==> src/rtl/cspt_pkg.sv <==
package cspt_pkg;

  localparam int unsigned QueueDepthDef = 16;
  localparam logic [9:0]  QuantumRst    = 10'd100;

  localparam logic [2:0] POL_FCFS = 3'd0;
  localparam logic [2:0] POL_SJF  = 3'd1;
  localparam logic [2:0] POL_STCF = 3'd2;
  localparam logic [2:0] POL_RR   = 3'd3;
  localparam logic [2:0] POL_PRIO = 3'd4;

  localparam logic CMD_ADD  = 1'b0;
  localparam logic CMD_TICK = 1'b1;

  localparam logic REG_POLICY  = 1'b0;
  localparam logic REG_QUANTUM = 1'b1;

  typedef enum logic [2:0] {
    S_IDLE,
    S_HEAD,
    S_DECIDE,
    S_WRD,
    S_WWR,
    S_OUT
  } state_e;

  typedef struct packed {
    logic [7:0]  pid;
    logic [9:0]  burst;
    logic [7:0]  prio;
    logic [15:0] wait_t;
    logic [15:0] turn;
  } entry_t;

  function automatic logic [15:0] sat_inc16(input logic [15:0] v);
    sat_inc16 = (v == 16'hFFFF) ? v : v + 16'd1;
  endfunction

  function automatic entry_t age_entry(input entry_t e);
    entry_t r;
    r        = e;
    r.wait_t = sat_inc16(e.wait_t);
    r.turn   = sat_inc16(e.turn);
    age_entry = r;
  endfunction

  // One CPU tick for the running process.
  function automatic entry_t run_entry(input entry_t e);
    entry_t r;
    r = e;
    if (e.burst != 10'd0) begin
      r.burst = e.burst - 10'd1;
      r.turn  = sat_inc16(e.turn);
    end
    run_entry = r;
  endfunction

endpackage

==> src/rtl/cspt_req_if.sv <==
interface cspt_req_if;
  logic       valid;
  logic       ready;
  logic       command;
  logic [7:0] pid;
  logic [9:0] burst;
  logic [7:0] priority_req;

  modport source (output valid, command, pid, burst, priority_req, input ready);
  modport sink   (input valid, command, pid, burst, priority_req, output ready);
endinterface

==> src/rtl/cspt_res_if.sv <==
interface cspt_res_if #(
  parameter int unsigned CNT_W = 5
);
  logic             valid;
  logic             ready;
  logic             status;
  logic             running_valid;
  logic [7:0]       running_pid;
  logic [9:0]       remaining_burst;
  logic             finished_valid;
  logic [7:0]       finished_pid;
  logic [15:0]      finished_wait;
  logic [15:0]      finished_turnaround;
  logic [15:0]      switch_total;
  logic [CNT_W-1:0] queue_count;
  logic             idle;

  modport source (output valid, status, running_valid, running_pid, remaining_burst,
                  finished_valid, finished_pid, finished_wait, finished_turnaround,
                  switch_total, queue_count, idle, input ready);
  modport sink   (input valid, status, running_valid, running_pid, remaining_burst,
                  finished_valid, finished_pid, finished_wait, finished_turnaround,
                  switch_total, queue_count, idle, output ready);
endinterface

==> src/rtl/cpu_scheduler_policy_tick_top.sv <==
// One request at a time: req ready only in S_IDLE, and the block takes no new
// request until the result has been accepted. An add or a tick may walk the ready
// queue memory, reading each entry and writing it back through its single address.
// Reset: asynchronous, active low; clears control, counters, running process and
// registers (policy FCFS, quantum 100). Queue memory contents are not cleared.
module cpu_scheduler_policy_tick_top import cspt_pkg::*; #(
  parameter int unsigned QUEUE_DEPTH = QueueDepthDef,
  parameter int unsigned CNT_W       = $clog2(QUEUE_DEPTH + 1)
) (
  input  logic        clk_i,
  input  logic        rst_ni,
  input  logic        cfg_we_i,
  input  logic        cfg_idx_i,
  input  logic [9:0]  cfg_data_i,
  cspt_req_if.sink    req_i,
  cspt_res_if.source  res_o
);

  localparam int unsigned IW = $clog2(QUEUE_DEPTH);

  state_e state_q, state_d;

  logic [2:0]       policy_q;
  logic [9:0]       quantum_q;
  logic [IW-1:0]    head_q;
  logic [CNT_W-1:0] fill_q;
  logic [CNT_W-1:0] idx_q;
  entry_t           run_q;
  logic             present_q;
  logic [9:0]       slice_q;
  logic [15:0]      switch_q;
  entry_t           new_q;
  entry_t           carry_q;
  logic             ins_q, sorted_q, keyprio_q, age_q, found_q;
  logic             status_q, fin_v_q;
  logic [7:0]       fin_pid_q;
  logic [15:0]      fin_wait_q, fin_turn_q;

  entry_t           mem [QUEUE_DEPTH];
  entry_t           rd_q;
  logic [IW-1:0]    rd_addr;
  logic [IW:0]      addr_sum;

  // Decision terms, valid in S_DECIDE with the head entry in rd_q.
  logic fill_nz, d_load_idle, d_retire, d_stcf, d_rr, d_rr_exp, d_pop, d_ins;
  logic [CNT_W-1:0] fill_left;

  // Walk terms, valid in S_WWR.
  logic       at_end, key_lt, place_new, walk_done;
  logic [9:0] key_new, key_old;
  entry_t     rd_aged, new_aged, wr_data;

  logic req_acc, res_acc;

  assign req_acc = req_i.valid & req_i.ready;
  assign res_acc = res_o.valid & res_o.ready;

  assign addr_sum = (IW+1)'(head_q) + (IW+1)'(idx_q);
  always_comb begin
    if (state_q == S_HEAD) begin
      rd_addr = head_q;
    end else if (addr_sum >= (IW+1)'(QUEUE_DEPTH)) begin
      rd_addr = IW'(addr_sum - (IW+1)'(QUEUE_DEPTH));
    end else begin
      rd_addr = addr_sum[IW-1:0];
    end
  end

  assign fill_nz     = (fill_q != '0);
  assign d_load_idle = !present_q && fill_nz;
  assign d_retire    = present_q && (run_q.burst == 10'd0);
  assign d_stcf      = present_q && !d_retire && (policy_q == POL_STCF) && fill_nz &&
                       (run_q.burst > rd_q.burst);
  assign d_rr        = present_q && !d_retire && !d_stcf && (policy_q == POL_RR);
  assign d_rr_exp    = d_rr && (slice_q >= quantum_q);
  assign d_pop       = d_load_idle || (d_retire && fill_nz) || d_stcf ||
                       (d_rr_exp && fill_nz);
  assign d_ins       = d_stcf || (d_rr_exp && fill_nz);
  assign fill_left   = fill_q - CNT_W'(d_pop);

  assign at_end    = (idx_q == fill_q);
  assign key_new   = keyprio_q ? {2'b00, new_q.prio} : new_q.burst;
  assign key_old   = keyprio_q ? {2'b00, rd_q.prio} : rd_q.burst;
  assign key_lt    = key_new < key_old;
  assign place_new = ins_q && !found_q && (at_end || (sorted_q && key_lt));
  assign rd_aged   = age_q ? age_entry(rd_q) : rd_q;
  assign new_aged  = age_q ? age_entry(new_q) : new_q;
  assign walk_done = ins_q ? at_end : (idx_q + CNT_W'(1) == fill_q);

  always_comb begin
    if (place_new) begin
      wr_data = new_aged;
    end else if (found_q) begin
      wr_data = carry_q;
    end else begin
      wr_data = rd_aged;
    end
  end

  // Next state
  always_comb begin
    state_d = state_q;
    unique case (state_q)
      S_IDLE: begin
        if (req_acc) begin
          if (req_i.command == CMD_TICK) begin
            state_d = S_HEAD;
          end else if (fill_q == CNT_W'(QUEUE_DEPTH)) begin
            state_d = S_OUT;
          end else begin
            state_d = S_WRD;
          end
        end
      end
      S_HEAD:   state_d = S_DECIDE;
      S_DECIDE: state_d = (d_ins || fill_left != '0) ? S_WRD : S_OUT;
      S_WRD:    state_d = S_WWR;
      S_WWR:    state_d = walk_done ? S_OUT : S_WRD;
      S_OUT: begin
        if (res_acc) begin
          state_d = S_IDLE;
        end
      end
      default:  state_d = S_IDLE;
    endcase
  end

  // Outputs
  always_comb begin
    req_i.ready               = (state_q == S_IDLE);
    res_o.valid               = (state_q == S_OUT);
    res_o.status              = status_q;
    res_o.running_valid       = present_q;
    res_o.running_pid         = present_q ? run_q.pid : 8'd0;
    res_o.remaining_burst     = present_q ? run_q.burst : 10'd0;
    res_o.finished_valid      = fin_v_q;
    res_o.finished_pid        = fin_pid_q;
    res_o.finished_wait       = fin_wait_q;
    res_o.finished_turnaround = fin_turn_q;
    res_o.switch_total        = switch_q;
    res_o.queue_count         = fill_q;
    res_o.idle                = !fill_nz && !present_q;
  end

  always_ff @(posedge clk_i) begin
    if (state_q == S_HEAD || state_q == S_WRD) begin
      rd_q <= mem[rd_addr];
    end
    if (state_q == S_WWR) begin
      mem[rd_addr] <= wr_data;
    end
  end

  always_ff @(posedge clk_i or negedge rst_ni) begin
    if (!rst_ni) begin
      state_q   <= S_IDLE;
      policy_q  <= POL_FCFS;
      quantum_q <= QuantumRst;
      head_q    <= '0;
      fill_q    <= '0;
      idx_q     <= '0;
      run_q     <= '0;
      present_q <= 1'b0;
      slice_q   <= '0;
      switch_q  <= '0;
      ins_q     <= 1'b0;
      sorted_q  <= 1'b0;
      keyprio_q <= 1'b0;
      age_q     <= 1'b0;
      found_q   <= 1'b0;
      status_q  <= 1'b0;
      fin_v_q   <= 1'b0;
      fin_pid_q <= '0;
      fin_wait_q <= '0;
      fin_turn_q <= '0;
      new_q     <= '0;
      carry_q   <= '0;
    end else begin
      state_q <= state_d;
      if (cfg_we_i) begin
        unique case (cfg_idx_i)
          REG_POLICY:  policy_q  <= cfg_data_i[2:0];
          REG_QUANTUM: quantum_q <= cfg_data_i;
          default: ;
        endcase
      end
      unique case (state_q)
        S_IDLE: begin
          if (req_acc) begin
            status_q   <= 1'b0;
            fin_v_q    <= 1'b0;
            fin_pid_q  <= '0;
            fin_wait_q <= '0;
            fin_turn_q <= '0;
            idx_q      <= '0;
            found_q    <= 1'b0;
            new_q      <= '{pid: req_i.pid, burst: req_i.burst, prio: req_i.priority_req,
                            wait_t: 16'd0, turn: 16'd0};
            ins_q      <= 1'b1;
            age_q      <= 1'b0;
            sorted_q   <= (policy_q == POL_SJF) || (policy_q == POL_STCF) ||
                          (policy_q == POL_PRIO);
            keyprio_q  <= (policy_q == POL_PRIO);
            if (req_i.command == CMD_ADD && fill_q == CNT_W'(QUEUE_DEPTH)) begin
              status_q <= 1'b1;
            end
          end
        end
        S_DECIDE: begin
          ins_q     <= d_ins;
          age_q     <= 1'b1;
          sorted_q  <= d_stcf;
          keyprio_q <= 1'b0;
          new_q     <= run_q;
          fill_q    <= fill_left;
          if (d_pop) begin
            head_q <= (head_q == IW'(QUEUE_DEPTH - 1)) ? '0 : head_q + IW'(1);
          end
          if (d_load_idle) begin
            run_q     <= run_entry(rd_q);
            present_q <= 1'b1;
            slice_q   <= 10'd1;
          end else if (d_retire) begin
            fin_v_q    <= 1'b1;
            fin_pid_q  <= run_q.pid;
            fin_wait_q <= run_q.wait_t;
            fin_turn_q <= run_q.turn;
            switch_q   <= sat_inc16(switch_q);
            if (fill_nz) begin
              run_q   <= run_entry(rd_q);
              slice_q <= 10'd1;
            end else begin
              run_q     <= '0;
              present_q <= 1'b0;
            end
          end else if (d_stcf || d_rr_exp) begin
            run_q    <= (d_pop) ? run_entry(rd_q) : run_entry(run_q);
            switch_q <= sat_inc16(switch_q);
            slice_q  <= 10'd1;
          end else if (present_q) begin
            run_q <= run_entry(run_q);
            if (slice_q != 10'h3FF) begin
              slice_q <= slice_q + 10'd1;
            end
          end
        end
        S_WWR: begin
          if (place_new || found_q) begin
            carry_q <= rd_aged;
          end
          if (place_new) begin
            found_q <= 1'b1;
          end
          idx_q <= idx_q + CNT_W'(1);
          if (walk_done) begin
            fill_q <= fill_q + CNT_W'(ins_q);
          end
        end
        default: ;
      endcase
    end
  end

`ifndef ASSERT_OFF
  a_fill_bound: assert property (@(posedge clk_i) disable iff (!rst_ni)
    fill_q <= CNT_W'(QUEUE_DEPTH))
    else $error("ready queue fill exceeds depth");

  a_slice_live: assert property (@(posedge clk_i) disable iff (!rst_ni)
    present_q |-> slice_q != 10'd0)
    else $error("running process with zero slice count");

  a_empty_cpu: assert property (@(posedge clk_i) disable iff (!rst_ni)
    !present_q |-> run_q.burst == 10'd0)
    else $error("idle CPU holds a burst");

  a_full_refuse: assert property (@(posedge clk_i) disable iff (!rst_ni)
    (req_acc && req_i.command == CMD_ADD && fill_q == CNT_W'(QUEUE_DEPTH))
      |=> state_q == S_OUT && status_q)
    else $error("add to full queue not refused");
`endif

endmodule
==> src/flat_wrapper.sv <==
// flat-port wrapper written by rule: the top's interface ports become plain ports
module cpu_scheduler_policy_tick_top_flat import cspt_pkg::*;
#(
  parameter int unsigned QUEUE_DEPTH = QueueDepthDef,
  parameter int unsigned CNT_W       = $clog2(QUEUE_DEPTH + 1)
)
  (clk_i, rst_ni, cfg_we_i, cfg_idx_i, cfg_data_i, req_i_valid, req_i_command, req_i_pid, req_i_burst, req_i_priority_req, req_i_ready, res_o_valid, res_o_status, res_o_running_valid, res_o_running_pid, res_o_remaining_burst, res_o_finished_valid, res_o_finished_pid, res_o_finished_wait, res_o_finished_turnaround, res_o_switch_total, res_o_queue_count, res_o_idle, res_o_ready);
  cspt_req_if req_i_i ();
  cspt_res_if #(.CNT_W(CNT_W)) res_o_i ();
  input  logic clk_i;
  input  logic rst_ni;
  input  logic cfg_we_i;
  input  logic cfg_idx_i;
  input  logic [9:0] cfg_data_i;
  input wire logic [$bits(req_i_i.valid)-1:0] req_i_valid;
  input wire logic [$bits(req_i_i.command)-1:0] req_i_command;
  input wire logic [$bits(req_i_i.pid)-1:0] req_i_pid;
  input wire logic [$bits(req_i_i.burst)-1:0] req_i_burst;
  input wire logic [$bits(req_i_i.priority_req)-1:0] req_i_priority_req;
  output wire logic [$bits(req_i_i.ready)-1:0] req_i_ready;
  output wire logic [$bits(res_o_i.valid)-1:0] res_o_valid;
  output wire logic [$bits(res_o_i.status)-1:0] res_o_status;
  output wire logic [$bits(res_o_i.running_valid)-1:0] res_o_running_valid;
  output wire logic [$bits(res_o_i.running_pid)-1:0] res_o_running_pid;
  output wire logic [$bits(res_o_i.remaining_burst)-1:0] res_o_remaining_burst;
  output wire logic [$bits(res_o_i.finished_valid)-1:0] res_o_finished_valid;
  output wire logic [$bits(res_o_i.finished_pid)-1:0] res_o_finished_pid;
  output wire logic [$bits(res_o_i.finished_wait)-1:0] res_o_finished_wait;
  output wire logic [$bits(res_o_i.finished_turnaround)-1:0] res_o_finished_turnaround;
  output wire logic [$bits(res_o_i.switch_total)-1:0] res_o_switch_total;
  output wire logic [$bits(res_o_i.queue_count)-1:0] res_o_queue_count;
  output wire logic [$bits(res_o_i.idle)-1:0] res_o_idle;
  input wire logic [$bits(res_o_i.ready)-1:0] res_o_ready;
  assign req_i_i.valid = req_i_valid;
  assign req_i_i.command = req_i_command;
  assign req_i_i.pid = req_i_pid;
  assign req_i_i.burst = req_i_burst;
  assign req_i_i.priority_req = req_i_priority_req;
  assign req_i_ready = req_i_i.ready;
  assign res_o_valid = res_o_i.valid;
  assign res_o_status = res_o_i.status;
  assign res_o_running_valid = res_o_i.running_valid;
  assign res_o_running_pid = res_o_i.running_pid;
  assign res_o_remaining_burst = res_o_i.remaining_burst;
  assign res_o_finished_valid = res_o_i.finished_valid;
  assign res_o_finished_pid = res_o_i.finished_pid;
  assign res_o_finished_wait = res_o_i.finished_wait;
  assign res_o_finished_turnaround = res_o_i.finished_turnaround;
  assign res_o_switch_total = res_o_i.switch_total;
  assign res_o_queue_count = res_o_i.queue_count;
  assign res_o_idle = res_o_i.idle;
  assign res_o_i.ready = res_o_ready;
  cpu_scheduler_policy_tick_top #(.QUEUE_DEPTH(QUEUE_DEPTH), .CNT_W(CNT_W)) u_core (.clk_i(clk_i), .rst_ni(rst_ni), .cfg_we_i(cfg_we_i), .cfg_idx_i(cfg_idx_i), .cfg_data_i(cfg_data_i), .req_i(req_i_i), .res_o(res_o_i));
endmodule
==> config.mk <==
export PLATFORM = sky130hd
export DESIGN_NAME = cpu_scheduler_policy_tick_top_flat
export DESIGN_NICKNAME = d
export VERILOG_FILES = /design/src/rtl/cspt_pkg.sv /design/src/rtl/cspt_req_if.sv /design/src/rtl/cspt_res_if.sv /design/src/rtl/cpu_scheduler_policy_tick_top.sv /design/src/flat_wrapper.sv
export SDC_FILE = /design/constraint.sdc
export NUM_CORES = 2
export LEC_CHECK = 0
export BUFFER_PORTS_ARGS = -buffer_cell sky130_fd_sc_hd__buf_2
export CORE_ASPECT_RATIO = 1.75
export CORE_MARGIN = 10
export CORE_UTILIZATION = 55
export DETAILED_ROUTE_END_ITERATION = 8
export PLACE_DENSITY_LB_ADDON = 0.1
export REMOVE_ABC_BUFFERS = 1
export SLEW_MARGIN = 20
export SYNTH_ARGS = -nofsm -noshare
export SYNTH_HDL_FRONTEND = slang
export SYNTH_SLANG_ARGS = --single-unit
==> constraint.sdc <==
create_clock -name clk_i -period 11.4 [get_ports clk_i]
set_input_delay 0 -clock clk_i [delete_from_list [all_inputs] [get_ports clk_i]]
set_output_delay 0 -clock clk_i [all_outputs]
set_load 0.1 [all_outputs]
==> run_results.csv <==
group,metric,value,unit
clock_network,cts_resized,0,
drt,vias_per_cell,6.01,
timing,layout_min_cycle_time,5100,ps
drt,routed_wl,143000,microns
synth,synth_top_area_cell,"edfxtp_1",
cells_and_area,area_growth,11.8,%
clock_network,clock_latency,730,ps
timing,hold_violations,0,
run_status,status,"finished clean",
timing,setup-violations-final,0,
synth,ys_top_cells_by_area,"edfxtp_1, mux2i_1, dfrtp_1",
timing,tightest_slew,1190,ps
synth,syn_inst,3892,
drt,ant_nets,0,
synth,yosysWarnings,0,
synth,synth.avg_cell_area,14.3,sq um
critical_path,cp_common_cell,"mux2i_1",
placed_design,place_ws,6360,ps
floorplan,fp-row-count,154,
critical_path,rr_worst_depth,10,
grt,track_usage,24.9,%
power,vdd_drop_max,0.398,mV
power,power.leakage,0.0240,uW
drt,vias,32900,
clock_network,h-tree-depth,3,
placed_design,hpwl,86800,microns
synth,synthMuxAreaShare,17.3,%
floorplan,die_area,115000,sq um
placed_design,gp_congestion,0.840,
synth,synth_compound_area_share,5.09,%
timing,period_share,44.7,%
critical_path,crit_buf_inv,3,
clock_network,postCtsSetupRepairBufs,0,
critical_path,arrival,5520,ps
critical_path,slowest_stage,"buf_4",
placed_design,port_buffers,127,
grt,grt_start_max_net_pins,127,
power,switching_share,39.4,%
synth,synthMostInstantiatedCell,"edfxtp_1",
cells_and_area,final_cell_area,62100,sq um
clock_network,cts_buffers,111,
floorplan,start_util,55.3,%
hold_path,whs_path_depth,4,
clock_network,cts.path.max_buffers,3,
power,power,20300,uW
critical_path,critPathTopFamily,"buffers and inverters",
timing,finalMaxSlewViolations,0,
synth,synthAdderAreaFrac,1.12,%
drt,wl_per_cell,26.0,microns
run,cap_violations,0,
power,p_int,12300,uW
critical_path,crit_type,"register to register",
floorplan,fp.dieH,440,microns
power,seqPwrFrac,37.6,%
synth,synth_seq_cells,1264,
power,switchingPower,7980,uW
power,clkPwrFrac,18.6,%
drt,drt-initial-drc-count,2258,
timing,rsz0062_at_grt,"false",
clock_network,cts_tree,"built",
synth,ys_seq_area_share,65.9,%
timing,max_freq,0.196,GHz
clock_network,cts_sinks,1264,
hold_path,min_path_type,"primary input to register",
grt,grt_pass1_wl,213000,microns
clock_network,root_buffer,"clkbuf_16",
timing,timing.final.ws_setup,6300,ps
drt,drt_pass1_iterations,8,
synth,synth-simple-area-share,7.03,%
floorplan,die_w,260,microns
floorplan,coreArea,100000,sq um
timing,setup_tns,0,ps
cells_and_area,drive_gt1_share,12.2,%
synth,synthArstFlopShare,22.0,%
critical_path,slowest_delay,840,ps
synth,syn_area,55500,sq um
cells_and_area,fin_nets,4150,
synth,synth_xor_area_share,1.48,%
critical_path,worstSetupStartpointType,"register",
drt,drc,0,
floorplan,pin_count,128,
critical_path,path_cells,"nor2b_4 > nand2b_1 > mux2i_4 > buf_4 > buf_4 > buf_4 > mux2i_1 > mux2i_1 > mux2i_1 > mux2i_1",
synth,ys.flop_type,"edfxtp_1",
critical_path,crit_cells,10,
critical_path,crit_required,11830,ps
placed_design,dpl_cell_area,57700,sq um
power,power_density,327,nW/um^2
clock_network,cts.reportedPaths.clkPinSlew,70,ps
synth,netlist.area_leader.share,53.3,%
timing,max-slew-margin-rel,20.6,%
synth,synth_cell_types,86,
synth,synthTopCellsByCount,"edfxtp_1, mux2i_1, nand2_1, dfrtp_1, nor2_1",
grt,grt-ovfl-total,0,
critical_path,cp_max_fo,61,
critical_path,worst_setup_path_end_kind,"register",
grt,grt_pass1_vias,33700,
synth,synth_top_family_by_area,"multiplexers",
power,comb_power_share,43.8,%
grt,grt_antenna_before_repair,1,
timing,skew,32.1,ps
synth,synth_edf_count,986,
clock_network,cts_hold_buf,69,
## metal layers
layer	GRT usage, %	share of wire [%]
met3	3.43	4.8
met5	0	0
met4	11.6	4.3
met1	29.6	39
met2	43.9	52
## cell families after synthesis
logic type,count (synthesis)
buffers and inverters,267
DFF,1264
adders and majority gates,49
AOI/OAI and AO/OA,430
xor gates and xnor gates,94
and+or+nand+nor,836
muxes,952
## worst register-to-register path: cells and delay by family (launching register included)
family	cells	cell delay, ps
flops	1	480
simple gates	2	640
mux	5	1020
buf+inv	3	2650
## power groups by stage
stage	clock network (uW)	registers, uW	logic [uW]
floorplan	0	7440	5850
global placement	0	7690	8700
detailed placement	0	7690	8830
CTS	3850	7610	8910
global route	4020	7690	9560
finish	3770	7630	8880
## through the flow
step	std cells	utilization [%]	hold WS, ps
6_report	5483	61.9	75.7
3_3_place_gp	5199	57.4	54.2
2_1_floorplan	3674	-	-296
3_5_place_dp	5201	57.5	58.2
4_1_cts	5481	61.8	34.6
5_1_grt	5482	61.9	82.0
## placed cells by master (no fill, tap or decap), types with 19 or more instances in the layout
cell type      synthesis  routed
dlygate4sd3_1          0      68
a22o_1                46      46
nor2_1               143     130
dfrtp_1              275     273
ha_1                  48      48
mux2_2                55      55
nor2b_1               34      33
xor2_1                51      51
inv_1                 48      48
and2_1                23      22
buf_2                 82     127
nand2b_1              22      21
edfxtp_1             986     986
o21ai_0              115     113
clkinv_2               0      22
a21oi_1              107      95
nor3_1                47      43
nand2_1              345     344
and3_1                19      19
nand4_1               30      30
mux2i_1              896     895
nand3_1              109     109
buf_4                  1      69
clkbuf_1              99      23
clkbuf_16              0     117
xnor2_1               43      42
o31ai_1               19      19
## final cells by class
class,instances,area (sq um)
well taps,1326,1660
flip-flops and latches,1264,36600
multi-input cells,2361,18000
fillers,7616,38300
diodes,1,2.50
repair buffers,271,1980
inverters,49,186
clock buffers,153,3170
clock inverters,58,473
## sequential cells by signal (all words and copies together), names as in the netlist, 4 cells and up
| name | cells |
|---|---|
| u_core.res_o.switch_total | 16 |
| u_core.carry_q | 58 |
| u_core.idx_q | 5 |
| u_core.slice_q | 10 |
| u_core.new_q | 58 |
| u_core.mem | 928 |
| u_core.quantum_q | 10 |
| u_core.head_q | 4 |
| u_core.res_o.finished_wait | 16 |
| u_core.rd_q | 58 |
| u_core.res_o.finished_turnaround | 16 |
| u_core.res_o.queue_count | 5 |
| u_core.run_q | 58 |
| u_core.res_o.finished_pid | 8 |
## path summary, 6_finish.rpt
| kind | slack (ps) | end | startpoint |
|---|---|---|---|
| hold reg to reg | 490 | u_core.carry_q[15] | u_core.carry_q[15] |
| hold / removal | 80 | u_core.new_q[55] | req_i_pid[5] |
| setup reg to reg | 6300 | u_core.rd_q[39] | u_core.state_q[0] |
| min in group asynchronous | 390 | u_core.res_o.finished_turnaround[11] | rst_ni |
| max in group asynchronous | 9190 | u_core.found_q | rst_ni |
| setup / recovery | 6300 | u_core.rd_q[39] | u_core.state_q[0] |
Power figures use the tool's default switching activity.
